### config.mk
export PLATFORM = sky130hd
export DESIGN_NAME = local_interrupt_timer_flat
export DESIGN_NICKNAME = d
export VERILOG_FILES = /design/src/rtl/core/lit_pkg.sv /design/src/rtl/core/lit_stream_if.sv /design/src/rtl/core/local_interrupt_timer.sv /design/src/flat_wrapper.sv
export SDC_FILE = /design/constraint.sdc
export NUM_CORES = 1
export LEC_CHECK = 0
export BUFFER_PORTS_ARGS = -buffer_cell sky130_fd_sc_hd__buf_2
export CELL_PAD_IN_SITES_DETAIL_PLACEMENT = 1
export CELL_PAD_IN_SITES_GLOBAL_PLACEMENT = 2
export CORE_UTILIZATION = 37
export DETAILED_ROUTE_END_ITERATION = 8
export PLACE_DENSITY_LB_ADDON = 0.1
export SLEW_MARGIN = 10
export SYNTH_ARGS = -nofsm -noshare
export SYNTH_HDL_FRONTEND = slang
export SYNTH_SLANG_ARGS = --single-unit
### constraint.sdc
create_clock -name clk -period 4.53 [get_ports clk]
set_input_delay 0.453 -clock clk [delete_from_list [all_inputs] [get_ports clk]]
set_output_delay 0.453 -clock clk [all_outputs]
set_load 0.05 [all_outputs]
### src/rtl/core/lit_pkg.sv
// ----------------------------------------------------------------------------
// Local interrupt timer package
// Register offsets, field positions, widths and the prescaler decode.
// ----------------------------------------------------------------------------
package lit_pkg;

  localparam int COUNT_WIDTH = 32;
  localparam int DATA_W      = 32;
  localparam int OFS_W       = 10;
  localparam int VEC_W       = 8;
  localparam int PRE_W       = 7;
  localparam int DIVR_W      = 4;
  localparam int SVR_W       = 9;

  localparam logic [OFS_W-1:0] OFS_EOI = 10'h0B0;
  localparam logic [OFS_W-1:0] OFS_SVR = 10'h0F0;
  localparam logic [OFS_W-1:0] OFS_LVT = 10'h320;
  localparam logic [OFS_W-1:0] OFS_ICR = 10'h380;
  localparam logic [OFS_W-1:0] OFS_CCR = 10'h390;
  localparam logic [OFS_W-1:0] OFS_DCR = 10'h3E0;

  localparam int SVR_EN_BIT   = 8;
  localparam int LVT_MASK_BIT = 16;
  localparam int LVT_PER_BIT  = 17;

  localparam logic [SVR_W-1:0] SVR_RESET = 9'h0FF;

  typedef enum logic [1:0] {
    MODE_TICK  = 2'd0,
    MODE_WRITE = 2'd1,
    MODE_READ  = 2'd2
  } lit_mode_t;

  // Prescaler period: code {b3,b1,b0} divides by 2^(code+1), code 7 by one.
  function automatic logic [PRE_W:0] lit_divisor(input logic [DIVR_W-1:0] sel);
    logic [2:0] code;
    logic [PRE_W:0] period;
    code = {sel[3], sel[1:0]};
    if (code == 3'd7) begin
      period = (PRE_W+1)'(1);
    end else begin
      period = (PRE_W+1)'(1) << ({1'b0, code} + 4'd1);
    end
    return period;
  endfunction

endpackage

### src/rtl/core/lit_stream_if.sv
// ----------------------------------------------------------------------------
// Local interrupt timer channels
// Valid/ready interfaces for the access stream and the result stream.
// ----------------------------------------------------------------------------
interface lit_in_if
  import lit_pkg::*;
  ();
  logic              valid;
  logic              ready;
  logic [1:0]        mode;
  logic [OFS_W-1:0]  reg_offset;
  logic [DATA_W-1:0] write_data;

  modport source (output valid, mode, reg_offset, write_data, input ready);
  modport sink   (input valid, mode, reg_offset, write_data, output ready);
endinterface

interface lit_out_if
  import lit_pkg::*;
  ();
  logic              valid;
  logic              ready;
  logic [DATA_W-1:0] read_data;
  logic              irq_fire;
  logic [VEC_W-1:0]  irq_vector;
  logic              in_service;

  modport source (output valid, read_data, irq_fire, irq_vector, in_service,
                  input ready);
  modport sink   (input valid, read_data, irq_fire, irq_vector, in_service,
                  output ready);
endinterface

### src/rtl/core/local_interrupt_timer.sv
// ----------------------------------------------------------------------------
// Local interrupt timer
// Down counter with prescaler, timer entry, spurious and divide registers.
// ----------------------------------------------------------------------------
// Every item, a timer tick or a register access, is taken into an input
// register and processed, once the result register is free to be loaded, by
// one pass of logic that updates the timer state and loads the result
// register, so one item is accepted per cycle while the block does not stall.
// The result register decouples the sides: a new item is taken while a
// finished result still waits, and the block stalls only when both the input
// register and the result register are full and the result is not taken.
// The longest path is the counter decrement and zero test.
module local_interrupt_timer
  import lit_pkg::*;
(
  input  logic      clk,
  input  logic      rst_n,
  lit_in_if.sink    in_ch,
  lit_out_if.source out_ch
);

  // Input register.
  logic              s1_valid_r;
  logic [1:0]        s1_mode_r;
  logic [OFS_W-1:0]  s1_ofs_r;
  logic [DATA_W-1:0] s1_wdata_r;
  logic              s1_go;

  // Timer state.
  logic [SVR_W-1:0]       svr_r, svr_nxt;
  logic [VEC_W-1:0]       lvt_vec_r, lvt_vec_nxt;
  logic                   lvt_mask_r, lvt_mask_nxt;
  logic                   lvt_per_r, lvt_per_nxt;
  logic [DIVR_W-1:0]      dcr_r, dcr_nxt;
  logic [COUNT_WIDTH-1:0] icr_r, icr_nxt;
  logic [COUNT_WIDTH-1:0] ccr_r, ccr_nxt;
  logic [PRE_W-1:0]       pre_r, pre_nxt;
  logic                   svc_r, svc_nxt;

  // Result register.
  logic              out_valid_r, out_valid_nxt;
  logic [DATA_W-1:0] rd_r, rd_nxt;
  logic              fire_r, fire_nxt;
  logic [VEC_W-1:0]  vec_r;
  logic              svc_out_r;

  logic [PRE_W:0]         pre_inc;
  logic [PRE_W:0]         period;
  logic [COUNT_WIDTH-1:0] ccr_dec;
  logic                   sw_en;

  assign s1_go       = s1_valid_r && (!out_valid_r || out_ch.ready);
  assign in_ch.ready = !s1_valid_r || s1_go;

  assign pre_inc = {1'b0, pre_r} + (PRE_W+1)'(1);
  assign period  = lit_divisor(dcr_r);
  assign ccr_dec = ccr_r - COUNT_WIDTH'(1);
  assign sw_en   = svr_r[SVR_EN_BIT];

  always_ff @(posedge clk) begin
    if (!rst_n) begin
      s1_valid_r <= 1'b0;
    end else if (in_ch.ready) begin
      s1_valid_r <= in_ch.valid;
    end
  end

  always_ff @(posedge clk) begin
    if (in_ch.ready && in_ch.valid) begin
      s1_mode_r  <= in_ch.mode;
      s1_ofs_r   <= in_ch.reg_offset;
      s1_wdata_r <= in_ch.write_data;
    end
  end

  always_comb begin
    svr_nxt      = svr_r;
    lvt_vec_nxt  = lvt_vec_r;
    lvt_mask_nxt = lvt_mask_r;
    lvt_per_nxt  = lvt_per_r;
    dcr_nxt      = dcr_r;
    icr_nxt      = icr_r;
    ccr_nxt      = ccr_r;
    pre_nxt      = pre_r;
    svc_nxt      = svc_r;
    rd_nxt       = '0;
    fire_nxt     = 1'b0;
    case (s1_mode_r)
      MODE_TICK: begin
        if (ccr_r != '0) begin
          if (pre_inc < period) begin
            pre_nxt = pre_inc[PRE_W-1:0];
          end else begin
            pre_nxt = '0;
            ccr_nxt = ccr_dec;
            if (ccr_dec == '0) begin
              if (lvt_per_r) begin
                ccr_nxt = icr_r;
              end
              if (!lvt_mask_r && sw_en) begin
                svc_nxt  = 1'b1;
                fire_nxt = 1'b1;
              end
            end
          end
        end
      end
      MODE_WRITE: begin
        case (s1_ofs_r)
          OFS_EOI: begin
            svc_nxt = 1'b0;
          end
          OFS_SVR: begin
            svr_nxt = s1_wdata_r[SVR_W-1:0];
            if (!s1_wdata_r[SVR_EN_BIT]) begin
              lvt_mask_nxt = 1'b1;
            end
          end
          OFS_LVT: begin
            lvt_vec_nxt  = s1_wdata_r[VEC_W-1:0];
            lvt_mask_nxt = s1_wdata_r[LVT_MASK_BIT] || !sw_en;
            lvt_per_nxt  = s1_wdata_r[LVT_PER_BIT];
          end
          OFS_ICR: begin
            icr_nxt = s1_wdata_r[COUNT_WIDTH-1:0];
            ccr_nxt = s1_wdata_r[COUNT_WIDTH-1:0];
            pre_nxt = '0;
          end
          OFS_DCR: begin
            dcr_nxt = {s1_wdata_r[3], 1'b0, s1_wdata_r[1:0]};
          end
          default: begin
          end
        endcase
      end
      MODE_READ: begin
        case (s1_ofs_r)
          OFS_SVR: rd_nxt = DATA_W'(svr_r);
          OFS_LVT: begin
            rd_nxt = '0;
            rd_nxt[VEC_W-1:0]   = lvt_vec_r;
            rd_nxt[LVT_MASK_BIT] = lvt_mask_r;
            rd_nxt[LVT_PER_BIT]  = lvt_per_r;
          end
          OFS_ICR: rd_nxt = DATA_W'(icr_r);
          OFS_CCR: rd_nxt = DATA_W'(ccr_r);
          OFS_DCR: rd_nxt = DATA_W'(dcr_r);
          default: rd_nxt = '0;
        endcase
      end
      default: begin
      end
    endcase
  end

  always_ff @(posedge clk) begin
    if (!rst_n) begin
      svr_r      <= SVR_RESET;
      lvt_vec_r  <= '0;
      lvt_mask_r <= 1'b1;
      lvt_per_r  <= 1'b0;
      dcr_r      <= '0;
      icr_r      <= '0;
      ccr_r      <= '0;
      pre_r      <= '0;
      svc_r      <= 1'b0;
    end else if (s1_go) begin
      svr_r      <= svr_nxt;
      lvt_vec_r  <= lvt_vec_nxt;
      lvt_mask_r <= lvt_mask_nxt;
      lvt_per_r  <= lvt_per_nxt;
      dcr_r      <= dcr_nxt;
      icr_r      <= icr_nxt;
      ccr_r      <= ccr_nxt;
      pre_r      <= pre_nxt;
      svc_r      <= svc_nxt;
    end
  end

  always_comb begin
    if (s1_go) begin
      out_valid_nxt = 1'b1;
    end else if (out_ch.ready) begin
      out_valid_nxt = 1'b0;
    end else begin
      out_valid_nxt = out_valid_r;
    end
  end

  always_ff @(posedge clk) begin
    if (!rst_n) begin
      out_valid_r <= 1'b0;
    end else begin
      out_valid_r <= out_valid_nxt;
    end
  end

  // The vector is taken from the entry as it stands; a tick never changes it.
  always_ff @(posedge clk) begin
    if (s1_go) begin
      rd_r      <= rd_nxt;
      fire_r    <= fire_nxt;
      vec_r     <= fire_nxt ? lvt_vec_r : '0;
      svc_out_r <= svc_nxt;
    end
  end

  assign out_ch.valid      = out_valid_r;
  assign out_ch.read_data  = rd_r;
  assign out_ch.irq_fire   = fire_r;
  assign out_ch.irq_vector = vec_r;
  assign out_ch.in_service = svc_out_r;

endmodule

### src/flat_wrapper.sv
// flat-port wrapper written by rule: the top's interface ports become plain ports
module local_interrupt_timer_flat import lit_pkg::*;
  (clk, rst_n, in_ch_valid, in_ch_mode, in_ch_reg_offset, in_ch_write_data, in_ch_ready, out_ch_valid, out_ch_read_data, out_ch_irq_fire, out_ch_irq_vector, out_ch_in_service, out_ch_ready);
  lit_in_if in_ch_i ();
  lit_out_if out_ch_i ();
  input  logic clk;
  input  logic rst_n;
  input wire logic [$bits(in_ch_i.valid)-1:0] in_ch_valid;
  input wire logic [$bits(in_ch_i.mode)-1:0] in_ch_mode;
  input wire logic [$bits(in_ch_i.reg_offset)-1:0] in_ch_reg_offset;
  input wire logic [$bits(in_ch_i.write_data)-1:0] in_ch_write_data;
  output wire logic [$bits(in_ch_i.ready)-1:0] in_ch_ready;
  output wire logic [$bits(out_ch_i.valid)-1:0] out_ch_valid;
  output wire logic [$bits(out_ch_i.read_data)-1:0] out_ch_read_data;
  output wire logic [$bits(out_ch_i.irq_fire)-1:0] out_ch_irq_fire;
  output wire logic [$bits(out_ch_i.irq_vector)-1:0] out_ch_irq_vector;
  output wire logic [$bits(out_ch_i.in_service)-1:0] out_ch_in_service;
  input wire logic [$bits(out_ch_i.ready)-1:0] out_ch_ready;
  assign in_ch_i.valid = in_ch_valid;
  assign in_ch_i.mode = in_ch_mode;
  assign in_ch_i.reg_offset = in_ch_reg_offset;
  assign in_ch_i.write_data = in_ch_write_data;
  assign in_ch_ready = in_ch_i.ready;
  assign out_ch_valid = out_ch_i.valid;
  assign out_ch_read_data = out_ch_i.read_data;
  assign out_ch_irq_fire = out_ch_i.irq_fire;
  assign out_ch_irq_vector = out_ch_i.irq_vector;
  assign out_ch_in_service = out_ch_i.in_service;
  assign out_ch_i.ready = out_ch_ready;
  local_interrupt_timer u_core (.clk(clk), .rst_n(rst_n), .in_ch(in_ch_i), .out_ch(out_ch_i));
endmodule
==> results of run 1 <==
## per-layer routing
layer	vias up	GRT usage (%)
met5	-	0
met4	0	5.14
met3	22	3.54
met2	109	36.5
met1	3562	30.2
li1	3535	-
## where the power goes
part | internal (W) | total, W | leakage, nW | switching (W)
registers | 0.00177 | 0.00182 | 1.61 | 0.0000501
clock network | 0.000746 | 0.00148 | 0.275 | 0.000733
logic | 0.000195 | 0.000589 | 1.82 | 0.000395
total | 0.00271 | 0.00389 | 3.71 | 0.00118
## synth_stat cells, drive strengths merged, types with 16 or more instances
cell type,count,area (µm²)
nor3,20,105
edfxtp,86,2580
o211ai,19,143
clkbuf,53,199
a21oi,63,315
mux2i,35,350
nand2,167,627
dfxtp,96,1920
nand3,17,85.1
nor4,27,218
nor2,137,514
xor2,16,140
## registers in the layout, summed over array words and instances, names as in the netlist
register,cells
u_core.s1_mode_r,2
u_core.out_ch.read_data,32
u_core.s1_ofs_r,10
u_core.out_ch.in_service,1
u_core.pre_r,7
u_core.lvt_vec_r,8
u_core.s1_valid_r,1
u_core.dcr_r,3
u_core.lvt_per_r,1
u_core.ccr_r,32
u_core.svc_r,1
u_core.lvt_mask_r,1
u_core.s1_wdata_r,32
u_core.out_ch.irq_vector,8
u_core.icr_r,32
u_core.out_ch.irq_fire,1
u_core.svr_r,9
u_core.out_ch.valid,1
## stage by stage
stage          hold slack, ns  util, %  cell area [µm²]  cells
5_1_grt                 0.163     43.4            10200   1348
2_1_floorplan           0.440        -             8830    952
4_1_cts                 0.165     43.4            10200   1348
3_3_place_gp            0.453     40.9             9610   1316
6_report                0.176     43.4            10200   1348
3_5_place_dp            0.458     40.9             9610   1316
## final cells by class
class,count,share of cell area (%)
clock inverter,14,1.36
clock buffer,18,4.31
sequential,182,44.2
tap,319,3.92
timing repair buffer,112,6.39
multi-input combinational,694,39.5
inverter,9,0.332
## worst max path at each step
stage,startpoint,cells past startpoint,endpoint
finish,u_core.ccr_r[0],12,u_core.ccr_r[17]
global route,u_core.ccr_r[0],12,u_core.ccr_r[4]
CTS,u_core.ccr_r[0],12,u_core.ccr_r[17]
detailed placement,u_core.ccr_r[0],12,u_core.ccr_r[4]
global placement,u_core.ccr_r[0],12,u_core.ccr_r[3]
floorplan,u_core.ccr_r[0],12,u_core.ccr_r[18]
## logic make-up after synthesis
family          count (synthesis)  synth area share, %
buf+inv                        76                 3.70
compound gates                170                 12.9
xor+xnor                       29                 2.87
flops                         182                 51.0
fa+ha+maj                      12                 1.70
simple gates                  448                 23.9
mux                            35                 3.97
==> results_dict.tcl, run 1 <==
set metrics [dict create \
    crit-reg2reg-launch "u_core.ccr_r[0]" \
    skew_ns 0.0136 \
    rsz0062_at_grt "false" \
    port_buffers 91 \
    worstHoldStart "in_ch_write_data[21]" \
    ios 92 \
    r2r_slack_ns 0.56 \
    cts_tree "done" \
    worst_slew_pin_slew_ns 1.26 \
    fmax_mhz 252 \
    powerDensity_nw_per_um2 382 \
    worstSetupEndpointType "flop" \
    min_to "u_core.s1_wdata_r[21]" \
    clock_sinks 182 \
    root_buffer "clkbuf_16" \
    slew_headroom_pct 15.2 \
    setup_slack_ns 0.562 \
    syn_inst 952 \
    yosysWarnings 0 \
    die_h_um 157 \
    min_path_type "in2reg" \
    min_period_ns 3.97 \
    syn_to_final_growth_pct 15.3 \
    vdd_ir_drop_max_mv 0.207 \
    hpwl_mm 17.9 \
    hold_depth 1 \
    drc 0 \
    vias_per_cell 5.36 \
    wl_met3_um 633 \
    startpoint_type "flop" \
    max_stage_delay_ns 0.45 \
    seq_area_frac_synth_pct 51.0 \
    critPathKind "reg2reg" \
    rows 56 \
    worstPathMaxFanout 34 \
    crit_family "simple AND/OR/NAND/NOR gates" \
    drive_gt1_share_pct 16.5 \
    ctsResizeCount 0 \
    grtUsageTotal_pct 22.1 \
    hold_buffers 0 \
    final_common_cell "nand2_1" \
    cp_slowest_cell "or4_4" \
    firstDrtPassIters 4 \
    grt_max_degree 50 \
    antenna_found_initial 0 \
    syn_avg_cell_area_um2 9.28 \
    dr_wl_met2_mm 12.1 \
    drtAntennaViolNets 0 \
    final_cell_mix "nand2_1, nor2_1, dfxtp_1" \
    numCtsBuffers 17 \
    drtIter0Drc 323 \
    gp_congestion 0.817 \
    top_layer "met4" \
    crit_required_ns 4.84 \
    synthFlopType "dfxtp_1" \
    wl_met1_mm 12.7 \
    tns_ns 0 \
    vias 7228 \
    grt_pass1_wl_mm 41.2 \
    maxSlewViolCount 0 \
    clk_pin_slew_ns 0.08 \
    synth_cell_types 58 \
    grt.overflow.total 0 \
    fp.dieW_um 157 \
    ctsLongestPathBuffers 2 \
    hold_viol 0 \
    die_area_um2 24500 \
    maxCapViolations 0 \
    crit_chain "inv_1 > ha_1 > nor3b_1 > buf_4 > nand2_1 > xnor2_1 > or3_1 > or4_4 > nor4_4 > buf_12 > a211oi_1 > a2111oi_0" \
    ys_async_sr_fraction_pct 0 \
    synth_area_um2 8830 \
    num_antenna_cells 0 \
    layout.nets 1076 \
    n_fill_cell 2737 \
    htree_levels 4 \
    status "finished clean" \
    totalWireLength_mm 25.6 \
    synth_edf_count 86 \
    multi_input_area_um2 4020 \
    ys_ff_latch 182 \
    r2r-end "u_core.ccr_r[17]" \
    cp.arrival_ns 4.28 \
    power_leakage_nw 3.71 \
    seq_area_um2 4500 \
    pre_cts_slack_ns 0.570 \
    core-area_um2 23500 \
    total_power_w 0.00389 \
    finalCritPeriodShare_pct 87.6 \
    setup_viol 0 \
    postCtsSetupRepairBufs 0 \
    crit_buf_inv 3 \
    r2r_cells 12 \
    detail_route.wl_per_cell_um 19.0 \
    clk_latency_ns 0.44 \
    syn-num-nets 1012 \
    grt_pass1_vias 7405 \
    start_util_pct 37.6 \
]
Note: power is estimated with default switching activity, not from simulation.
==> inputs of run 2 (changes only) <==
==> constraint.sdc (replaced) <==
create_clock -name clk -period 4 [get_ports clk]
set_input_delay 0.4 -clock clk [delete_from_list [all_inputs] [get_ports clk]]
set_output_delay 0.4 -clock clk [all_outputs]
set_load 0.05 [all_outputs]
==> results_dict.tcl, run 2 (synthesis gave the netlist of run 1 again) <==
set metrics [dict create \
    num_antenna_cells 0 \
    clk_latency_ns 0.45 \
    finish.utilization_pct 43.8 \
    grt_pass1_vias 7283 \
    cts_tree "done" \
    drc 0 \
    min_period_ns 3.60 \
    gp_congestion 0.844 \
    total_power_w 0.00454 \
    detail_route.wl_per_cell_um 19.4 \
    cp.arrival_ns 3.93 \
    grt_max_degree 41 \
    hold_buffers 0 \
    worstPathMaxFanout 10 \
    hpwl_mm 18.3 \
    n_fill_cell 2726 \
    rsz0062_at_grt "false" \
    core-area_um2 23500 \
    drtAntennaViolNets 0 \
    syn_to_final_growth_pct 16.3 \
    vias 7327 \
    tns_ns 0 \
    fp.dieW_um 157 \
    maxSlewViolCount 0 \
    powerDensity_nw_per_um2 442 \
    vias_per_cell 5.39 \
    antenna_found_initial 0 \
    critPathKind "reg2reg" \
    clk_pin_slew_ns 0.08 \
    cp_slowest_cell "a22oi_1" \
    grt.overflow.total 0 \
    ctsLongestPathBuffers 2 \
    totalWireLength_mm 26.4 \
    root_buffer "clkbuf_16" \
    setup_viol 0 \
    final_common_cell "nand2_1" \
    htree_levels 4 \
    final_cell_mix "nand2_1, nor2_1, dfxtp_1" \
    power_leakage_nw 3.78 \
    max_stage_delay_ns 0.51 \
    drive_gt1_share_pct 17.4 \
    drtIter0Drc 370 \
    grtUsageTotal_pct 22.6 \
    port_buffers 91 \
    worstSetupEndpointType "flop" \
    worst_slew_pin_slew_ns 1.11 \
    whs_ns 0.117 \
    startpoint_type "flop" \
    die_area_um2 24500 \
    maxCapViolations 0 \
    crit_required_ns 4.32 \
    ios 92 \
    dp.cells 1325 \
    stdcell_count 1359 \
    finalCritPeriodShare_pct 90.1 \
    min_path_type "in2reg" \
    fmax_mhz 277 \
    firstDrtPassIters 5 \
    clock_sinks 182 \
    slew_headroom_pct 26.2 \
    grt_pass1_wl_mm 42.0 \
    hold_viol 0 \
    skew_ns 0.0134 \
    layout.nets 1087 \
    rows 56 \
    vdd_ir_drop_max_mv 0.213 \
    crit_chain "and2_1 > ha_1 > nor2b_1 > nand3b_1 > ha_1 > o21a_1 > o2111ai_1 > a22oi_1 > nand2_1 > nor4b_1 > and3_1 > and2_1" \
    status "finished clean" \
    start_util_pct 37.6 \
    die_h_um 157 \
    numCtsBuffers 17 \
]
==> run 2: what timing repair did <==
item,4_1_cts,5_1_grt
gates resized for setup,0,1
setup endpoints to repair,0,2
setup buffers,0,2
==> run 2: area by class of cell <==
cell class	instances	area (µm²)	area share, %
clock buffer	17	425	4.14
clock inverter	15	199	1.94
inverter	9	33.8	0.329
multi-input combinational	694	4020	39.1
sequential	182	4500	43.8
tap	319	399	3.88
timing repair buffer	123	699	6.80
==> run 2: where the power goes <==
part	total [W]	leakage, nW	internal, W	switching (W)
clock	0.00179	0.301	0.000913	0.000881
sequential	0.00206	1.61	0.00201	0.0000553
combinational	0.000687	1.88	0.000233	0.000455
total	0.00454	3.78	0.00315	0.00139
==> run 2: path summary, 6_finish.rpt <==
check	startpoint	to	slack [ns]	cells past startpoint
setup / recovery	u_core.dcr_r[1]	u_core.out_ch.irq_vector[1]	0.40	12
hold reg to reg	u_core.lvt_vec_r[7]	u_core.lvt_vec_r[7]	0.47	2
setup reg to reg	u_core.dcr_r[1]	u_core.out_ch.irq_vector[1]	0.40	12
hold / removal	in_ch_write_data[4]	u_core.s1_wdata_r[4]	0.12	1
==> run 2: worst max-delay path: cells and delay by family, from the launching register on <==
family | cells | cell delay [ns]
AOI/OAI and AO/OA | 3 | 0.72
adders and majority gates | 2 | 0.58
DFF | 1 | 0.37
and+or+nand+nor | 7 | 1.79
==> run 2: metrics by stage <==
stage               area [µm²]  setup WS [ns]
floorplan                 8830          0.754
finish                   10300          0.395
global placement          9640          0.494
detailed placement        9640          0.323
global route             10300         0.0573
CTS                      10300          0.328
==> run 2: layer usage <==
layer	GRT usage, %	up-vias	wire (µm)
met2	36.0	114	12100
met3	3.66	23	720
met1	31.6	3628	13200
met5	0	-	0
li1	-	3562	-
met4	5.74	0	337
